===== src/sv/hbcs_pkg.sv =====
// shared types, constants and the variant default table of the host-bridge configuration space
package hbcs_pkg;

    localparam int REG_BYTES   = 256;
    localparam int VAR_W       = 3;
    localparam int FUNC_W      = 3;
    localparam int OFF_W       = 8;
    localparam int BYTE_W      = 8;
    localparam int REGION_N    = 13;
    localparam int PAM_HI_N    = 6;

    // chip variants
    localparam logic [VAR_W-1:0] CV_420TX     = 3'd0;
    localparam logic [VAR_W-1:0] CV_430LX     = 3'd1;
    localparam logic [VAR_W-1:0] CV_430NX     = 3'd2;
    localparam logic [VAR_W-1:0] CV_430FX     = 3'd3;
    localparam logic [VAR_W-1:0] CV_430FX_BRD = 3'd4;
    localparam logic [VAR_W-1:0] CV_430HX     = 3'd5;
    localparam logic [VAR_W-1:0] CV_430VX     = 3'd6;
    localparam logic [VAR_W-1:0] CV_RESET     = CV_430FX;

    localparam logic MODE_READ  = 1'b0;
    localparam logic MODE_WRITE = 1'b1;

    // register offsets
    localparam logic [OFF_W-1:0] OFF_VID_LO  = 8'h00;
    localparam logic [OFF_W-1:0] OFF_VID_HI  = 8'h01;
    localparam logic [OFF_W-1:0] OFF_DID_LO  = 8'h02;
    localparam logic [OFF_W-1:0] OFF_DID_HI  = 8'h03;
    localparam logic [OFF_W-1:0] OFF_CMD_LO  = 8'h04;
    localparam logic [OFF_W-1:0] OFF_CMD_HI  = 8'h05;
    localparam logic [OFF_W-1:0] OFF_STS_LO  = 8'h06;
    localparam logic [OFF_W-1:0] OFF_STS_HI  = 8'h07;
    localparam logic [OFF_W-1:0] OFF_REV     = 8'h08;
    localparam logic [OFF_W-1:0] OFF_CLS_0   = 8'h09;
    localparam logic [OFF_W-1:0] OFF_CLS_1   = 8'h0a;
    localparam logic [OFF_W-1:0] OFF_CLS_2   = 8'h0b;
    localparam logic [OFF_W-1:0] OFF_CLS_3   = 8'h0c;
    localparam logic [OFF_W-1:0] OFF_HDR     = 8'h0e;
    localparam logic [OFF_W-1:0] OFF_RO_LO   = 8'h10;
    localparam logic [OFF_W-1:0] OFF_RO_HI   = 8'h4e;
    localparam logic [OFF_W-1:0] OFF_CACHE   = 8'h52;
    localparam logic [OFF_W-1:0] OFF_PAM0    = 8'h59;
    localparam logic [OFF_W-1:0] OFF_PAM1    = 8'h5a;
    localparam logic [OFF_W-1:0] OFF_PAM6    = 8'h5f;
    localparam logic [OFF_W-1:0] OFF_SMRAM   = 8'h72;

    // write masks and forced bits
    localparam logic [BYTE_W-1:0] MASK_CMD_TX  = 8'h42;
    localparam logic [BYTE_W-1:0] MASK_CMD_FXB = 8'h06;
    localparam logic [BYTE_W-1:0] MASK_CMD_FX  = 8'h02;
    localparam logic [BYTE_W-1:0] CMD_FORCE    = 8'h04;
    localparam logic [BYTE_W-1:0] MASK_CMD_HI  = 8'h01;
    localparam logic [BYTE_W-1:0] STS_BASE     = 8'h02;
    localparam logic [BYTE_W-1:0] STS_FXB      = 8'h22;
    localparam logic [BYTE_W-1:0] MASK_STS_KEEP = 8'h80;
    localparam logic [BYTE_W-1:0] MASK_SMM_FX  = 8'h48;
    localparam logic [BYTE_W-1:0] MASK_SMM_TX  = 8'h20;
    localparam logic [BYTE_W-1:0] FUNC_ABSENT  = 8'hff;

    typedef struct packed {
        logic                mode;
        logic [FUNC_W-1:0]   function_number;
        logic [OFF_W-1:0]    reg_offset;
        logic [BYTE_W-1:0]   write_data;
    } t_req;

    typedef struct packed {
        logic [BYTE_W-1:0]   read_data;
        logic                ext_cache_enable;
        logic                shadow_bios;
        logic [REGION_N-1:0] pam_read_internal;
        logic [REGION_N-1:0] pam_write_internal;
        logic                smram_open;
    } t_rsp;

    // request held in the first stage, with the current byte at its offset
    typedef struct packed {
        t_req                req;
        logic [BYTE_W-1:0]   old_byte;
    } t_stage;

    // byte store update
    typedef struct packed {
        logic                en;
        logic [OFF_W-1:0]    addr;
        logic [BYTE_W-1:0]   data;
    } t_wb;

    function automatic logic [BYTE_W-1:0] default_byte(
        input logic [VAR_W-1:0] v,
        input logic [OFF_W-1:0] off
    );
        logic [BYTE_W-1:0] b;
        b = '0;
        unique case (off) inside
            8'h00: b = 8'h86;
            8'h01: b = 8'h80;
            8'h02: begin
                unique case (v) inside
                    CV_420TX:                  b = 8'h83;
                    CV_430LX, CV_430NX:        b = 8'ha3;
                    CV_430FX, CV_430FX_BRD:    b = 8'h2d;
                    CV_430HX:                  b = 8'h50;
                    default:                   b = 8'h30;
                endcase
            end
            8'h03: begin
                unique case (v) inside
                    CV_420TX, CV_430LX, CV_430NX:       b = 8'h04;
                    CV_430FX, CV_430FX_BRD, CV_430HX:   b = 8'h12;
                    default:                            b = 8'h70;
                endcase
            end
            8'h04: b = 8'h06;
            8'h07: b = (v == CV_430FX) ? 8'h82 : 8'h02;
            8'h08: begin
                unique case (v) inside
                    CV_420TX, CV_430LX: b = 8'h03;
                    CV_430NX:           b = 8'h10;
                    CV_430FX_BRD:       b = 8'h02;
                    default:            b = 8'h00;
                endcase
            end
            8'h0b: b = 8'h06;
            8'h50: begin
                unique case (v) inside
                    CV_420TX, CV_430LX: b = 8'h80;
                    CV_430NX:           b = 8'ha0;
                    default:            b = 8'h00;
                endcase
            end
            8'h51: b = (v == CV_430HX) ? 8'h20 : 8'h00;
            8'h52: begin
                unique case (v) inside
                    CV_430NX: b = 8'h44;
                    CV_430HX: b = 8'hb5;
                    CV_430VX: b = 8'h42;
                    default:  b = 8'h40;
                endcase
            end
            8'h53: b = (v == CV_430VX) ? 8'h14 : 8'h00;
            8'h56: b = (v >= CV_430HX) ? 8'h52 : 8'h00;
            8'h57: b = (v >= CV_430FX) ? 8'h01 : 8'h31;
            [8'h5a:8'h5f]: b = (v == CV_430HX) ? 8'h44 : 8'h00;
            [8'h60:8'h64]: b = 8'h02;
            8'h65: b = (v == CV_430HX) ? 8'h02 : 8'h00;
            8'h66: b = (v == CV_430NX || v == CV_430HX) ? 8'h02 : 8'h00;
            8'h67: begin
                unique case (v) inside
                    CV_430NX, CV_430HX: b = 8'h02;
                    CV_430VX:           b = 8'h11;
                    default:            b = 8'h00;
                endcase
            end
            8'h68: b = (v == CV_430HX) ? 8'h11 : 8'h00;
            8'h69: b = (v == CV_430VX) ? 8'h03 : 8'h00;
            8'h70: b = (v == CV_430VX) ? 8'h20 : 8'h00;
            8'h72: b = (v >= CV_430FX) ? 8'h02 : 8'h00;
            8'h74: b = (v == CV_430VX) ? 8'h0e : 8'h00;
            8'h78: b = (v == CV_430VX) ? 8'h23 : 8'h00;
            default: b = 8'h00;
        endcase
        return b;
    endfunction

endpackage


===== src/sv/hbcs_req_if.sv =====
// request channel: one configuration byte access
interface hbcs_req_if;
    import hbcs_pkg::*;

    logic               valid;
    logic               ready;
    logic               mode;
    logic [FUNC_W-1:0]  function_number;
    logic [OFF_W-1:0]   reg_offset;
    logic [BYTE_W-1:0]  write_data;

    modport source (output valid, mode, function_number, reg_offset, write_data, input ready);
    modport sink   (input valid, mode, function_number, reg_offset, write_data, output ready);
endinterface


===== src/sv/hbcs_rsp_if.sv =====
// response channel: read byte and the decoded bridge controls
interface hbcs_rsp_if;
    import hbcs_pkg::*;

    logic                valid;
    logic                ready;
    logic [BYTE_W-1:0]   read_data;
    logic                ext_cache_enable;
    logic                shadow_bios;
    logic [REGION_N-1:0] pam_read_internal;
    logic [REGION_N-1:0] pam_write_internal;
    logic                smram_open;

    modport source (output valid, read_data, ext_cache_enable, shadow_bios,
                    pam_read_internal, pam_write_internal, smram_open, input ready);
    modport sink   (input valid, read_data, ext_cache_enable, shadow_bios,
                    pam_read_internal, pam_write_internal, smram_open, output ready);
endinterface


===== src/sv/hbcs_cfg_if.sv =====
// configuration write channel: chip variant select
interface hbcs_cfg_if;
    import hbcs_pkg::*;

    logic              valid;
    logic              ready;
    logic [VAR_W-1:0]  chip_variant;

    modport source (output valid, chip_variant, input ready);
    modport sink   (input valid, chip_variant, output ready);
endinterface


===== src/sv/hbcs_store.sv =====
// byte store with per-entry valid bits, variant register and the request stage
module hbcs_store #(
    parameter int P_REG_BYTES = hbcs_pkg::REG_BYTES
) (
    input  logic                         i_clk,
    input  logic                         i_rst_n,
    input  logic                         i_cfg_we,
    input  logic [hbcs_pkg::VAR_W-1:0]   i_cfg_variant,
    input  logic                         i_acc,
    input  hbcs_pkg::t_req               i_req,
    input  logic                         i_move,
    input  hbcs_pkg::t_wb                i_wb,
    output logic                         o_s1_v,
    output hbcs_pkg::t_stage             o_stage,
    output logic [hbcs_pkg::VAR_W-1:0]   o_variant
);
    import hbcs_pkg::*;

    localparam int AW = $clog2(P_REG_BYTES);

    logic [BYTE_W-1:0]      r_mem [P_REG_BYTES];
    logic [P_REG_BYTES-1:0] r_valid;
    logic [VAR_W-1:0]       r_variant;
    logic                   r_s1_v;
    t_req                   r_req;
    logic [BYTE_W-1:0]      r_rdata;
    logic                   r_vbit;
    logic                   r_fwd_hit;
    logic [BYTE_W-1:0]      r_fwd_data;

    always_ff @(posedge i_clk) begin
        if (i_wb.en) begin
            r_mem[i_wb.addr[AW-1:0]] <= i_wb.data;
        end
        if (i_acc) begin
            r_rdata <= r_mem[i_req.reg_offset[AW-1:0]];
        end
    end

    // an entry never written since reset or the last variant write reads as the variant default
    always_ff @(posedge i_clk) begin
        if (!i_rst_n || i_cfg_we) begin
            r_valid <= '0;
        end else if (i_wb.en) begin
            r_valid[i_wb.addr[AW-1:0]] <= 1'b1;
        end
    end

    always_ff @(posedge i_clk) begin
        if (!i_rst_n) begin
            r_variant <= CV_RESET;
        end else if (i_cfg_we) begin
            r_variant <= (i_cfg_variant > CV_430VX) ? CV_430VX : i_cfg_variant;
        end
    end

    always_ff @(posedge i_clk) begin
        if (!i_rst_n) begin
            r_s1_v <= 1'b0;
        end else if (i_acc) begin
            r_s1_v <= 1'b1;
        end else if (i_move) begin
            r_s1_v <= 1'b0;
        end
    end

    // the request ahead writes at the same edge, so its byte is forwarded
    always_ff @(posedge i_clk) begin
        if (i_acc) begin
            r_req      <= i_req;
            r_vbit     <= r_valid[i_req.reg_offset[AW-1:0]];
            r_fwd_hit  <= i_wb.en && (i_wb.addr == i_req.reg_offset);
            r_fwd_data <= i_wb.data;
        end
    end

    always_comb begin
        o_stage.req = r_req;
        if (r_fwd_hit) begin
            o_stage.old_byte = r_fwd_data;
        end else if (r_vbit) begin
            o_stage.old_byte = r_rdata;
        end else begin
            o_stage.old_byte = default_byte(r_variant, r_req.reg_offset);
        end
    end

    assign o_s1_v    = r_s1_v;
    assign o_variant = r_variant;

endmodule


===== src/sv/hbcs_update.sv =====
// write filtering, shadow and smram attribute state, and the response register
module hbcs_update (
    input  logic                         i_clk,
    input  logic                         i_rst_n,
    input  logic                         i_cfg_we,
    input  logic [hbcs_pkg::VAR_W-1:0]   i_variant,
    input  logic                         i_s1_v,
    input  hbcs_pkg::t_stage             i_stage,
    input  logic                         i_rsp_ready,
    output logic                         o_move,
    output hbcs_pkg::t_wb                o_wb,
    output logic                         o_rsp_v,
    output hbcs_pkg::t_rsp               o_rsp
);
    import hbcs_pkg::*;

    logic                 r_out_v;
    logic [BYTE_W-1:0]    r_rd;
    logic                 r_cache;
    logic                 r_bios;
    logic [REGION_N-1:0]  r_rd_dram;
    logic [REGION_N-1:0]  r_wr_dram;
    logic                 r_smram;

    logic                 n_cache;
    logic                 n_bios;
    logic [REGION_N-1:0]  n_rd_dram;
    logic [REGION_N-1:0]  n_wr_dram;
    logic                 n_smram;
    logic [BYTE_W-1:0]    n_rd;

    logic                 do_wr;
    logic                 ro;
    logic [BYTE_W-1:0]    val;
    logic [BYTE_W-1:0]    diff;
    logic [OFF_W-1:0]     off;
    logic [BYTE_W-1:0]    data;

    assign o_move = i_s1_v && (!r_out_v || i_rsp_ready);
    assign off    = i_stage.req.reg_offset;
    assign data   = i_stage.req.write_data;
    assign do_wr  = (i_stage.req.mode == MODE_WRITE) && (i_stage.req.function_number == '0);
    assign diff   = i_stage.old_byte ^ data;

    always_comb begin
        val = data;
        ro  = 1'b0;
        unique case (off) inside
            OFF_VID_LO, OFF_VID_HI, OFF_DID_LO, OFF_DID_HI, OFF_REV,
            OFF_CLS_0, OFF_CLS_1, OFF_CLS_2, OFF_CLS_3, OFF_HDR,
            [OFF_RO_LO:OFF_RO_HI]: ro = 1'b1;
            OFF_CMD_LO: begin
                if (i_variant >= CV_430FX) begin
                    val = data & ((i_variant == CV_430FX_BRD) ? MASK_CMD_FXB : MASK_CMD_FX);
                end else begin
                    val = data & MASK_CMD_TX;
                end
                val = val | CMD_FORCE;
            end
            OFF_CMD_HI: val = (i_variant >= CV_430FX) ? '0 : (data & MASK_CMD_HI);
            OFF_STS_LO: val = '0;
            OFF_STS_HI: begin
                if (i_variant >= CV_430HX) begin
                    val = (data & MASK_STS_KEEP) | STS_BASE;
                end else begin
                    val = (i_variant == CV_430FX_BRD) ? STS_FXB : STS_BASE;
                end
            end
            default: ;
        endcase
    end

    assign o_wb.en   = o_move && do_wr && !ro;
    assign o_wb.addr = off;
    assign o_wb.data = val;

    always_comb begin
        n_cache   = r_cache;
        n_bios    = r_bios;
        n_rd_dram = r_rd_dram;
        n_wr_dram = r_wr_dram;
        n_smram   = r_smram;
        if (do_wr) begin
            if (off == OFF_CACHE) begin
                n_cache = data[0];
            end
            // a region changes only when its nibble changes
            if (off == OFF_PAM0 && diff[7:4] != '0) begin
                n_rd_dram[0] = data[4];
                n_wr_dram[0] = data[5];
                n_bios       = data[4];
            end
            for (int i = 0; i < PAM_HI_N; i++) begin
                if (off == OFF_PAM1 + OFF_W'(i)) begin
                    if (diff[3:0] != '0) begin
                        n_rd_dram[2*i+1] = data[0];
                        n_wr_dram[2*i+1] = data[1];
                    end
                    if (diff[7:4] != '0) begin
                        n_rd_dram[2*i+2] = data[4];
                        n_wr_dram[2*i+2] = data[5];
                    end
                end
            end
            if (off == OFF_SMRAM) begin
                if (i_variant >= CV_430FX) begin
                    if ((diff & MASK_SMM_FX) != '0) begin
                        n_smram = ((data & MASK_SMM_FX) == MASK_SMM_FX);
                    end
                end else if ((diff & MASK_SMM_TX) != '0) begin
                    n_smram = data[5];
                end
            end
        end
    end

    always_comb begin
        if (i_stage.req.mode == MODE_READ) begin
            n_rd = (i_stage.req.function_number != '0) ? FUNC_ABSENT : i_stage.old_byte;
        end else begin
            n_rd = '0;
        end
    end

    always_ff @(posedge i_clk) begin
        if (!i_rst_n || i_cfg_we) begin
            r_cache   <= 1'b0;
            r_bios    <= 1'b0;
            r_rd_dram <= '0;
            r_wr_dram <= '0;
            r_smram   <= 1'b0;
        end else if (o_move) begin
            r_cache   <= n_cache;
            r_bios    <= n_bios;
            r_rd_dram <= n_rd_dram;
            r_wr_dram <= n_wr_dram;
            r_smram   <= n_smram;
        end
    end

    always_ff @(posedge i_clk) begin
        if (!i_rst_n) begin
            r_out_v <= 1'b0;
        end else if (o_move) begin
            r_out_v <= 1'b1;
        end else if (i_rsp_ready) begin
            r_out_v <= 1'b0;
        end
    end

    always_ff @(posedge i_clk) begin
        if (o_move) begin
            r_rd <= n_rd;
        end
    end

    // flags only move with a request (or clear on reset or a variant write), so they stay matched to the held response
    assign o_rsp_v                  = r_out_v;
    assign o_rsp.read_data          = r_rd;
    assign o_rsp.ext_cache_enable   = r_cache;
    assign o_rsp.shadow_bios        = r_bios;
    assign o_rsp.pam_read_internal  = r_rd_dram;
    assign o_rsp.pam_write_internal = r_wr_dram;
    assign o_rsp.smram_open         = r_smram;

endmodule


===== src/sv/host_bridge_config_space.sv =====
// Host-bridge PCI configuration space for seven chip variants. Takes one byte read or write
// per cycle as long as the response side keeps up: a request passes one request stage with
// the registered byte-store read, then the response register. The 256-byte store is one
// memory with a write port and a registered read port; a per-byte valid bit makes a
// never-written byte read as the variant default, so reset and a variant write take effect
// at once with no clearing pass. A variant write must be issued only while no request is
// outstanding.
module host_bridge_config_space #(
    parameter int P_REG_BYTES = hbcs_pkg::REG_BYTES
) (
    input  logic       i_clk,
    input  logic       i_rst_n,
    hbcs_cfg_if.sink   i_cfg,
    hbcs_req_if.sink   i_req,
    hbcs_rsp_if.source o_rsp
);
    import hbcs_pkg::*;

    logic              cfg_we;
    logic              acc;
    logic              move;
    logic              s1_v;
    logic              rsp_v;
    logic [VAR_W-1:0]  variant;
    t_req              req;
    t_stage            stage;
    t_wb               wb;
    t_rsp              rsp;

    assign i_cfg.ready = 1'b1;
    assign cfg_we      = i_cfg.valid && i_cfg.ready;

    assign i_req.ready = !s1_v || move;
    assign acc         = i_req.valid && i_req.ready;

    assign req.mode            = i_req.mode;
    assign req.function_number = i_req.function_number;
    assign req.reg_offset      = i_req.reg_offset;
    assign req.write_data      = i_req.write_data;

    hbcs_store #(
        .P_REG_BYTES (P_REG_BYTES)
    ) u_store (
        .i_clk         (i_clk),
        .i_rst_n       (i_rst_n),
        .i_cfg_we      (cfg_we),
        .i_cfg_variant (i_cfg.chip_variant),
        .i_acc         (acc),
        .i_req         (req),
        .i_move        (move),
        .i_wb          (wb),
        .o_s1_v        (s1_v),
        .o_stage       (stage),
        .o_variant     (variant)
    );

    hbcs_update u_update (
        .i_clk       (i_clk),
        .i_rst_n     (i_rst_n),
        .i_cfg_we    (cfg_we),
        .i_variant   (variant),
        .i_s1_v      (s1_v),
        .i_stage     (stage),
        .i_rsp_ready (o_rsp.ready),
        .o_move      (move),
        .o_wb        (wb),
        .o_rsp_v     (rsp_v),
        .o_rsp       (rsp)
    );

    assign o_rsp.valid              = rsp_v;
    assign o_rsp.read_data          = rsp.read_data;
    assign o_rsp.ext_cache_enable   = rsp.ext_cache_enable;
    assign o_rsp.shadow_bios        = rsp.shadow_bios;
    assign o_rsp.pam_read_internal  = rsp.pam_read_internal;
    assign o_rsp.pam_write_internal = rsp.pam_write_internal;
    assign o_rsp.smram_open         = rsp.smram_open;

endmodule

===== src/flat_wrapper.sv =====
// flat-port wrapper written by rule: the top's interface ports become plain ports
module host_bridge_config_space_flat import hbcs_pkg::*;
#(
    parameter int P_REG_BYTES = hbcs_pkg::REG_BYTES
)
  (i_clk, i_rst_n, i_cfg_valid, i_cfg_chip_variant, i_cfg_ready, i_req_valid, i_req_mode, i_req_function_number, i_req_reg_offset, i_req_write_data, i_req_ready, o_rsp_valid, o_rsp_read_data, o_rsp_ext_cache_enable, o_rsp_shadow_bios, o_rsp_pam_read_internal, o_rsp_pam_write_internal, o_rsp_smram_open, o_rsp_ready);
  hbcs_cfg_if i_cfg_i ();
  hbcs_req_if i_req_i ();
  hbcs_rsp_if o_rsp_i ();
  input  logic i_clk;
  input  logic i_rst_n;
  input wire logic [$bits(i_cfg_i.valid)-1:0] i_cfg_valid;
  input wire logic [$bits(i_cfg_i.chip_variant)-1:0] i_cfg_chip_variant;
  output wire logic [$bits(i_cfg_i.ready)-1:0] i_cfg_ready;
  input wire logic [$bits(i_req_i.valid)-1:0] i_req_valid;
  input wire logic [$bits(i_req_i.mode)-1:0] i_req_mode;
  input wire logic [$bits(i_req_i.function_number)-1:0] i_req_function_number;
  input wire logic [$bits(i_req_i.reg_offset)-1:0] i_req_reg_offset;
  input wire logic [$bits(i_req_i.write_data)-1:0] i_req_write_data;
  output wire logic [$bits(i_req_i.ready)-1:0] i_req_ready;
  output wire logic [$bits(o_rsp_i.valid)-1:0] o_rsp_valid;
  output wire logic [$bits(o_rsp_i.read_data)-1:0] o_rsp_read_data;
  output wire logic [$bits(o_rsp_i.ext_cache_enable)-1:0] o_rsp_ext_cache_enable;
  output wire logic [$bits(o_rsp_i.shadow_bios)-1:0] o_rsp_shadow_bios;
  output wire logic [$bits(o_rsp_i.pam_read_internal)-1:0] o_rsp_pam_read_internal;
  output wire logic [$bits(o_rsp_i.pam_write_internal)-1:0] o_rsp_pam_write_internal;
  output wire logic [$bits(o_rsp_i.smram_open)-1:0] o_rsp_smram_open;
  input wire logic [$bits(o_rsp_i.ready)-1:0] o_rsp_ready;
  assign i_cfg_i.valid = i_cfg_valid;
  assign i_cfg_i.chip_variant = i_cfg_chip_variant;
  assign i_cfg_ready = i_cfg_i.ready;
  assign i_req_i.valid = i_req_valid;
  assign i_req_i.mode = i_req_mode;
  assign i_req_i.function_number = i_req_function_number;
  assign i_req_i.reg_offset = i_req_reg_offset;
  assign i_req_i.write_data = i_req_write_data;
  assign i_req_ready = i_req_i.ready;
  assign o_rsp_valid = o_rsp_i.valid;
  assign o_rsp_read_data = o_rsp_i.read_data;
  assign o_rsp_ext_cache_enable = o_rsp_i.ext_cache_enable;
  assign o_rsp_shadow_bios = o_rsp_i.shadow_bios;
  assign o_rsp_pam_read_internal = o_rsp_i.pam_read_internal;
  assign o_rsp_pam_write_internal = o_rsp_i.pam_write_internal;
  assign o_rsp_smram_open = o_rsp_i.smram_open;
  assign o_rsp_i.ready = o_rsp_ready;
  host_bridge_config_space #(.P_REG_BYTES(P_REG_BYTES)) u_core (.i_clk(i_clk), .i_rst_n(i_rst_n), .i_cfg(i_cfg_i), .i_req(i_req_i), .o_rsp(o_rsp_i));
endmodule

===== config.mk =====
export PLATFORM = sky130hd
export DESIGN_NAME = host_bridge_config_space_flat
export DESIGN_NICKNAME = d
export VERILOG_FILES = /design/src/sv/hbcs_pkg.sv /design/src/sv/hbcs_req_if.sv /design/src/sv/hbcs_rsp_if.sv /design/src/sv/hbcs_cfg_if.sv /design/src/sv/hbcs_store.sv /design/src/sv/hbcs_update.sv /design/src/sv/host_bridge_config_space.sv /design/src/flat_wrapper.sv
export SDC_FILE = /design/constraint.sdc
export NUM_CORES = 2
export LEC_CHECK = 0
export BUFFER_PORTS_ARGS = -buffer_cell sky130_fd_sc_hd__buf_2
export CORE_AREA = 3 3 369 407
export DETAILED_ROUTE_END_ITERATION = 8
export DIE_AREA = 0 0 372 410
export GPL_TIMING_DRIVEN = 1
export PLACE_DENSITY = 0.83
export SYNTH_ARGS = -nofsm -noshare
export SYNTH_HDL_FRONTEND = slang
export SYNTH_SLANG_ARGS = --single-unit

===== constraint.sdc =====
create_clock -name i_clk -period 17.5 [get_ports i_clk]
set_input_delay 1.75 -clock i_clk [delete_from_list [all_inputs] [get_ports i_clk]]
set_output_delay 1.75 -clock i_clk [all_outputs]
set_load 0.1 [all_outputs]

# == Word level (Yosys, flattened, before mapping) ==
# Memory sizes are Yosys's and may differ from the RTL's. A register that Yosys moved wholly into a read port is not among the register bits.
# Index checks and enable logic that the tools add are counted.
# word_totals
ff_bits,327
latch_bits,0
ramBits,2048
rom_bits,0
in_bits,28
output_inout_bits,40
mem_count,1
# mem_list
name,words,width,rd,rd_clocked_by_memory_dff,wr,line,text
u_core.u_store.r_mem,256,8,1,1,1,hbcs_store.sv:21,logic [BYTE_W-1:0] r_mem [P_REG_BYTES];
# op_classes
add_sub_neg,0
n_mul,0
div_mod_pow,0
n_lt_le_gt_ge,12
eq_ne,44
n_shift,0
mux,45
bitwise,3
n_reduce_logical,52
# ops
cell,n
256-bit bitwise OR,1
8-bit one-hot mux with 24 select lines,1
8-bit by 7-bit equality test with 1-bit output (second input constant),22
8-bit one-hot mux with 4 select lines,2
8-bit by 4-bit equality test with 1-bit output (second input constant),6
8-bit 2-to-1 mux,6
4-bit AND reduction,12
8-bit by 3-bit equality test with 1-bit output (second input constant),4
6-bit 2-to-1 mux,5
8-bit by 7-bit less-or-equal comparator with 1-bit output (second input constant),3
8-bit one-hot mux with 3 select lines,1
8-bit by 9-bit less-than comparator with 1-bit output (second input constant),2
8-bit by 2-bit equality test with 1-bit output (second input constant),2
8-bit by 7-bit greater-or-equal comparator with 1-bit output (second input constant),2
8-bit one-hot mux with 2 select lines,1
5-bit one-hot mux with 3 select lines,1
7-bit 2-to-1 mux,2
7-bit one-hot mux with 2 select lines,1
1-bit 2-to-1 mux,13
1-bit logical AND,11
11-bit OR reduction,1
5-bit 2-to-1 mux,2
5-bit one-hot mux with 2 select lines,1
2-bit OR reduction,5
other kinds (30),49

# == Depth between registers and ports, before layout ==
# logic_depth
ltp_word,10
depth_mapped,12

# == Modules after synthesis ==
# From an unflattened synthesis, not the netlist that was laid out.
# hier_totals
cells_unflattened,5149
area_unflattened_um2,92937.9
# modules_own_cells
mod,instances,cells_each,area_per_inst_um2
hbcs_store,1,4930,90912.2
hbcs_update,1,215,1991.9
host_bridge_config_space,1,4,33.8

# == Worst setup path after synthesis ==
# OpenSTA, ideal clock, no wires.
# synth_path
kind,reg-to-reg
startpoint,"reg u_core.u_store.r_req, in the netlist u_core.u_store.o_stage[20]"
endpoint,"reg u_core.u_store.r_fwd_data[5], data pin"
setup_time_ns,2.244
t_arrival_ns,11.933
path_slack_ns,3.323
path_stages_with_launch,6
n_path_buf,2
period_less_slack_ns,14.177
path_cell_list,edfxtp_1 -> clkbuf_1 -> nor4_2 -> nand2_1 -> clkbuf_1 -> o31ai_1
# synth_lines
item,line,text
from (decl),hbcs_store.sv:25,t_req r_req;
from (signal assigned),hbcs_store.sv:70,r_req <= i_req;
to (signal assigned),hbcs_store.sv:73,r_fwd_data <= i_wb.data;
to (decl),hbcs_store.sv:29,logic [BYTE_W-1:0] r_fwd_data;

==> flow_summary.toml <==
[floorplanning]
floorplan.die_area_mm2 = 0.153
core_region_area_mm2 = 0.146
floorplan.die.width_um = 372
start_util = 0.629
dieHeight_um = 410
ioPinCount = 68
rows = 147

[outcome]
run_status = "finished with violations"
failed_checks = "design-rule violations"

[global_routing]
grt_antenna_before_repair = 14
first_pass_grt_wire_length_um = 332000
grt_overflow = 0
gr-usage-all-layers = 0.304
vias_in_the_first_global_route = 48600
maximum_number_of_pins_on_one_net_before_global_route_repair = 226

[routing]
detail-route-antenna-nets = 0
drtIter0Drc = 7136
drt_drc_violations_left = 31
detailroute.via_count = 47300
wl_per_cell_um = 31.9
dr.pass1.iters = 9
totalWireLength_um = 227000
via_per_inst = 6.66

[critical_path]
endpoint_kind_of_the_worst_setup_timing_path = "flip-flop"
crit_type = "in -> reg"
crit_path_max_fanout = 105
start_kind = "input port"
crit_required_ps = 18090
worst_ep_arrival_time_ps = 7230

[yosys]
synth-simple-area-share = 0.0268
synthesis.yosys.warnings = 0
yosys.area_share.xor_xnor = 0.00143
post_synth_fa_ha_maj_area_fraction = 0
synthesis.area_mm2 = 0.0920
synth_compound_area_frac = 0.0223
number_of_flops_mapped_to_enable_cells_by_yosys = 2094
synth_cells = 4270
ys_async_sr_fraction = 0
synth_area_per_cell_um2 = 21.5
synth_seq_area_share = 0.747
synth_top_family_by_area = "multiplexers"
synth_mux_area_frac = 0.191
yosys_most_used_dff = "sky130_fd_sc_hd__edfxtp_1"
ys_top_cells_by_area = "sky130_fd_sc_hd__edfxtp_1 (68%), sky130_fd_sc_hd__mux4_2 (19%), sky130_fd_sc_hd__dfxtp_1 (6.3%)"
synth_cell_type_count = 70
synthDominantCellAreaShare = 0.684
synth.ff_latch_count = 2383
yosysTopAreaCell = "sky130_fd_sc_hd__edfxtp_1"

[clock_tree]
cts_inserted_buffers = 221
postCtsHoldBufs = 0
postCtsSetupRepairBufs = 0
master_cell_of_the_clock_root_buffer = "sky130_fd_sc_hd__clkbuf_16"
tritoncts = "built"
clock_path_buffers = 3
clock_insertion_delay_at_the_later_pin_of_the_skew_report_ps = 870
cts_repair_resize_count = 0
clk_pin_slew_ps = 60
clock_tree.htree_level_count = 4
tritoncts_num_sinks = 2383

[timing]
max_slew_margin = 0.0113
unrepaired_setup_endpoints_after_global_routing = "no"
tightestPinTransition_ps = 1480
final.setup_skew_ps = 36.2
fmaxAchievable_mhz = 151
maxSlewViolCount = 0
min_period_over_period = 0.380
timing.setup.tns_ps = 0
hold_viol_final = 0
setup_viol_count_final = 0
layout_min_cycle_time_ps = 6640

[run]
cap_viol_max_count = 0

[power_and_ir_drop]
total_leakage_power_nw = 34.3
total_power_mw = 11.7
power.density_cell_area_mw_per_mm2 = 113
worst_vdd_ir_v = 0.000124

[placement]
gp_congestion = 0.924
place_hpwl_um = 123000
post_placement_cell_count = 6677
io_buffer_count = 66

[final_layout]
final-instance-count-excl-fill = 7105
final-seq-area_mm2 = 0.0687
fillerInstances = 7952
final_layout_size_suffix_gt1_frac = 0.247
layout-area-overhead-vs-synth_pct = 12.9
fin_nets = 4991
postLayoutCoreUtil = 0.710
multiInputGateArea_mm2 = 0.0245

[worst_hold_path]
worst_hold_path_type = "reg -> reg"
## power breakdown
part | switching, mW | internal (mW)
logic | 0.376 | 0.242
clock network | 2.10 | 2.65
registers | 0.0451 | 6.29
total | 2.53 | 9.19
## sequential cells by signal, indices dropped and copies added, names as in the netlist, 3 cells and up
| signal | count |
|---|---|
| u_core.u_store.r_fwd_data | 8 |
| u_core.u_store.o_stage | 20 |
| u_core.u_update.r_rd | 8 |
| u_core.u_store.o_variant | 3 |
| u_core.u_update.r_wr_dram | 13 |
| u_core.u_store.r_rdata | 8 |
| u_core.u_update.r_rd_dram | 12 |
| u_core.u_store.r_valid | 256 |
| u_core.u_store.r_mem | 2048 |
## Yosys cell counts, types with 6 or more instances
master,instances
sky130_fd_sc_hd__and2_1,79
sky130_fd_sc_hd__nor2_1,260
sky130_fd_sc_hd__mux2i_1,30
sky130_fd_sc_hd__edfxtp_1,2094
sky130_fd_sc_hd__dfxtp_1,289
sky130_fd_sc_hd__a21oi_1,19
sky130_fd_sc_hd__buf_2,61
sky130_fd_sc_hd__xnor2_1,9
sky130_fd_sc_hd__nor2b_1,14
sky130_fd_sc_hd__mux4_2,765
sky130_fd_sc_hd__nand3_1,22
sky130_fd_sc_hd__o21ai_0,12
sky130_fd_sc_hd__o22ai_1,8
sky130_fd_sc_hd__nand2b_1,8
sky130_fd_sc_hd__o21ai_1,6
sky130_fd_sc_hd__nand4_1,7
sky130_fd_sc_hd__nor3_1,19
sky130_fd_sc_hd__nor3b_1,6
sky130_fd_sc_hd__clkbuf_1,158
sky130_fd_sc_hd__buf_1,43
sky130_fd_sc_hd__o31ai_1,7
sky130_fd_sc_hd__nor4_1,7
sky130_fd_sc_hd__o21a_1,162
sky130_fd_sc_hd__a31oi_1,12
sky130_fd_sc_hd__a211oi_1,6
sky130_fd_sc_hd__xor2_1,6
sky130_fd_sc_hd__inv_1,10
sky130_fd_sc_hd__nand2_1,68
## layout make-up
type | instances | area share
Antenna cell | 10 | 0.000241
Clock buffer | 315 | 0.0595
Inverter | 10 | 0.000362
Tap cell | 1937 | 0.0233
Multi-Input combinational cell | 2195 | 0.236
Sequential cell | 2383 | 0.661
Timing Repair Buffer | 152 | 0.0100
Clock inverter | 103 | 0.00918
## worst paths after layout
check        cells past startpoint  slack, ps                          from                            to
max                              8      10860           i_req_reg_offset[1]     u_core.u_store.r_rdata[1]
min                              2        460  u_core.u_update.r_rd_dram[3]  u_core.u_update.r_rd_dram[3]
max reg2reg                      4      12170    u_core.u_store.o_stage[21]   u_core.u_store.r_mem[30][1]
min reg2reg                      2        460  u_core.u_update.r_rd_dram[3]  u_core.u_update.r_rd_dram[3]
## per-stage QoR
stage	instance area, µm²	hold WS [ps]	setup slack [ps]
floorplan	94200	424	3320
global placement	96700	437	10010
detailed placement	96700	438	9980
CTS	104000	457	10820
global route	104000	472	10450
finish	104000	457	10860
## routing by layer
layer  vias to the layer above  part of all wire  global-route usage
met2                      3419              0.50               0.490
li1                      18600                 -                   -
met3                       729              0.11              0.0764
met1                     24600              0.33               0.393
met5                         -           0.00025                   0
met4                         8             0.053               0.143
## worst max-delay path: stages
cell and delay, ps:
sky130_fd_sc_hd__buf_8 560, sky130_fd_sc_hd__buf_4 920, sky130_fd_sc_hd__buf_4 780, sky130_fd_sc_hd__buf_4 870, sky130_fd_sc_hd__mux4_2 450, sky130_fd_sc_hd__mux4_2 560, sky130_fd_sc_hd__mux4_2 590, sky130_fd_sc_hd__mux4_2 490
## logic make-up after synthesis
| group | after synthesis |
|---|---|
| DFF | 2383 |
| muxes | 795 |
| and+or+nand+nor | 521 |
| AOI/OAI and AO/OA | 279 |
| buffers and inverters | 275 |
| xor gates and xnor gates | 15 |
| other | 2 |
## cell usage in the layout (no fill, tap or decap), types with 14 or more instances in the layout
cell                           n
sky130_fd_sc_hd__dfxtp_1     289
sky130_fd_sc_hd__buf_4        85
sky130_fd_sc_hd__nor2_1      255
sky130_fd_sc_hd__edfxtp_1   2094
sky130_fd_sc_hd__nand2_1      68
sky130_fd_sc_hd__nand3_1      22
sky130_fd_sc_hd__clkbuf_8     18
sky130_fd_sc_hd__o21a_1      159
sky130_fd_sc_hd__clkbuf_1     71
sky130_fd_sc_hd__mux4_2      765
sky130_fd_sc_hd__clkbuf_16   227
sky130_fd_sc_hd__buf_2        61
sky130_fd_sc_hd__clkinv_2     36
sky130_fd_sc_hd__clkinv_1     31
sky130_fd_sc_hd__mux2i_1      30
sky130_fd_sc_hd__conb_1      585
sky130_fd_sc_hd__nor3_1       14
sky130_fd_sc_hd__a21oi_1      18
sky130_fd_sc_hd__and2_1       77
No activity file was read; power rests on OpenSTA's default activity.
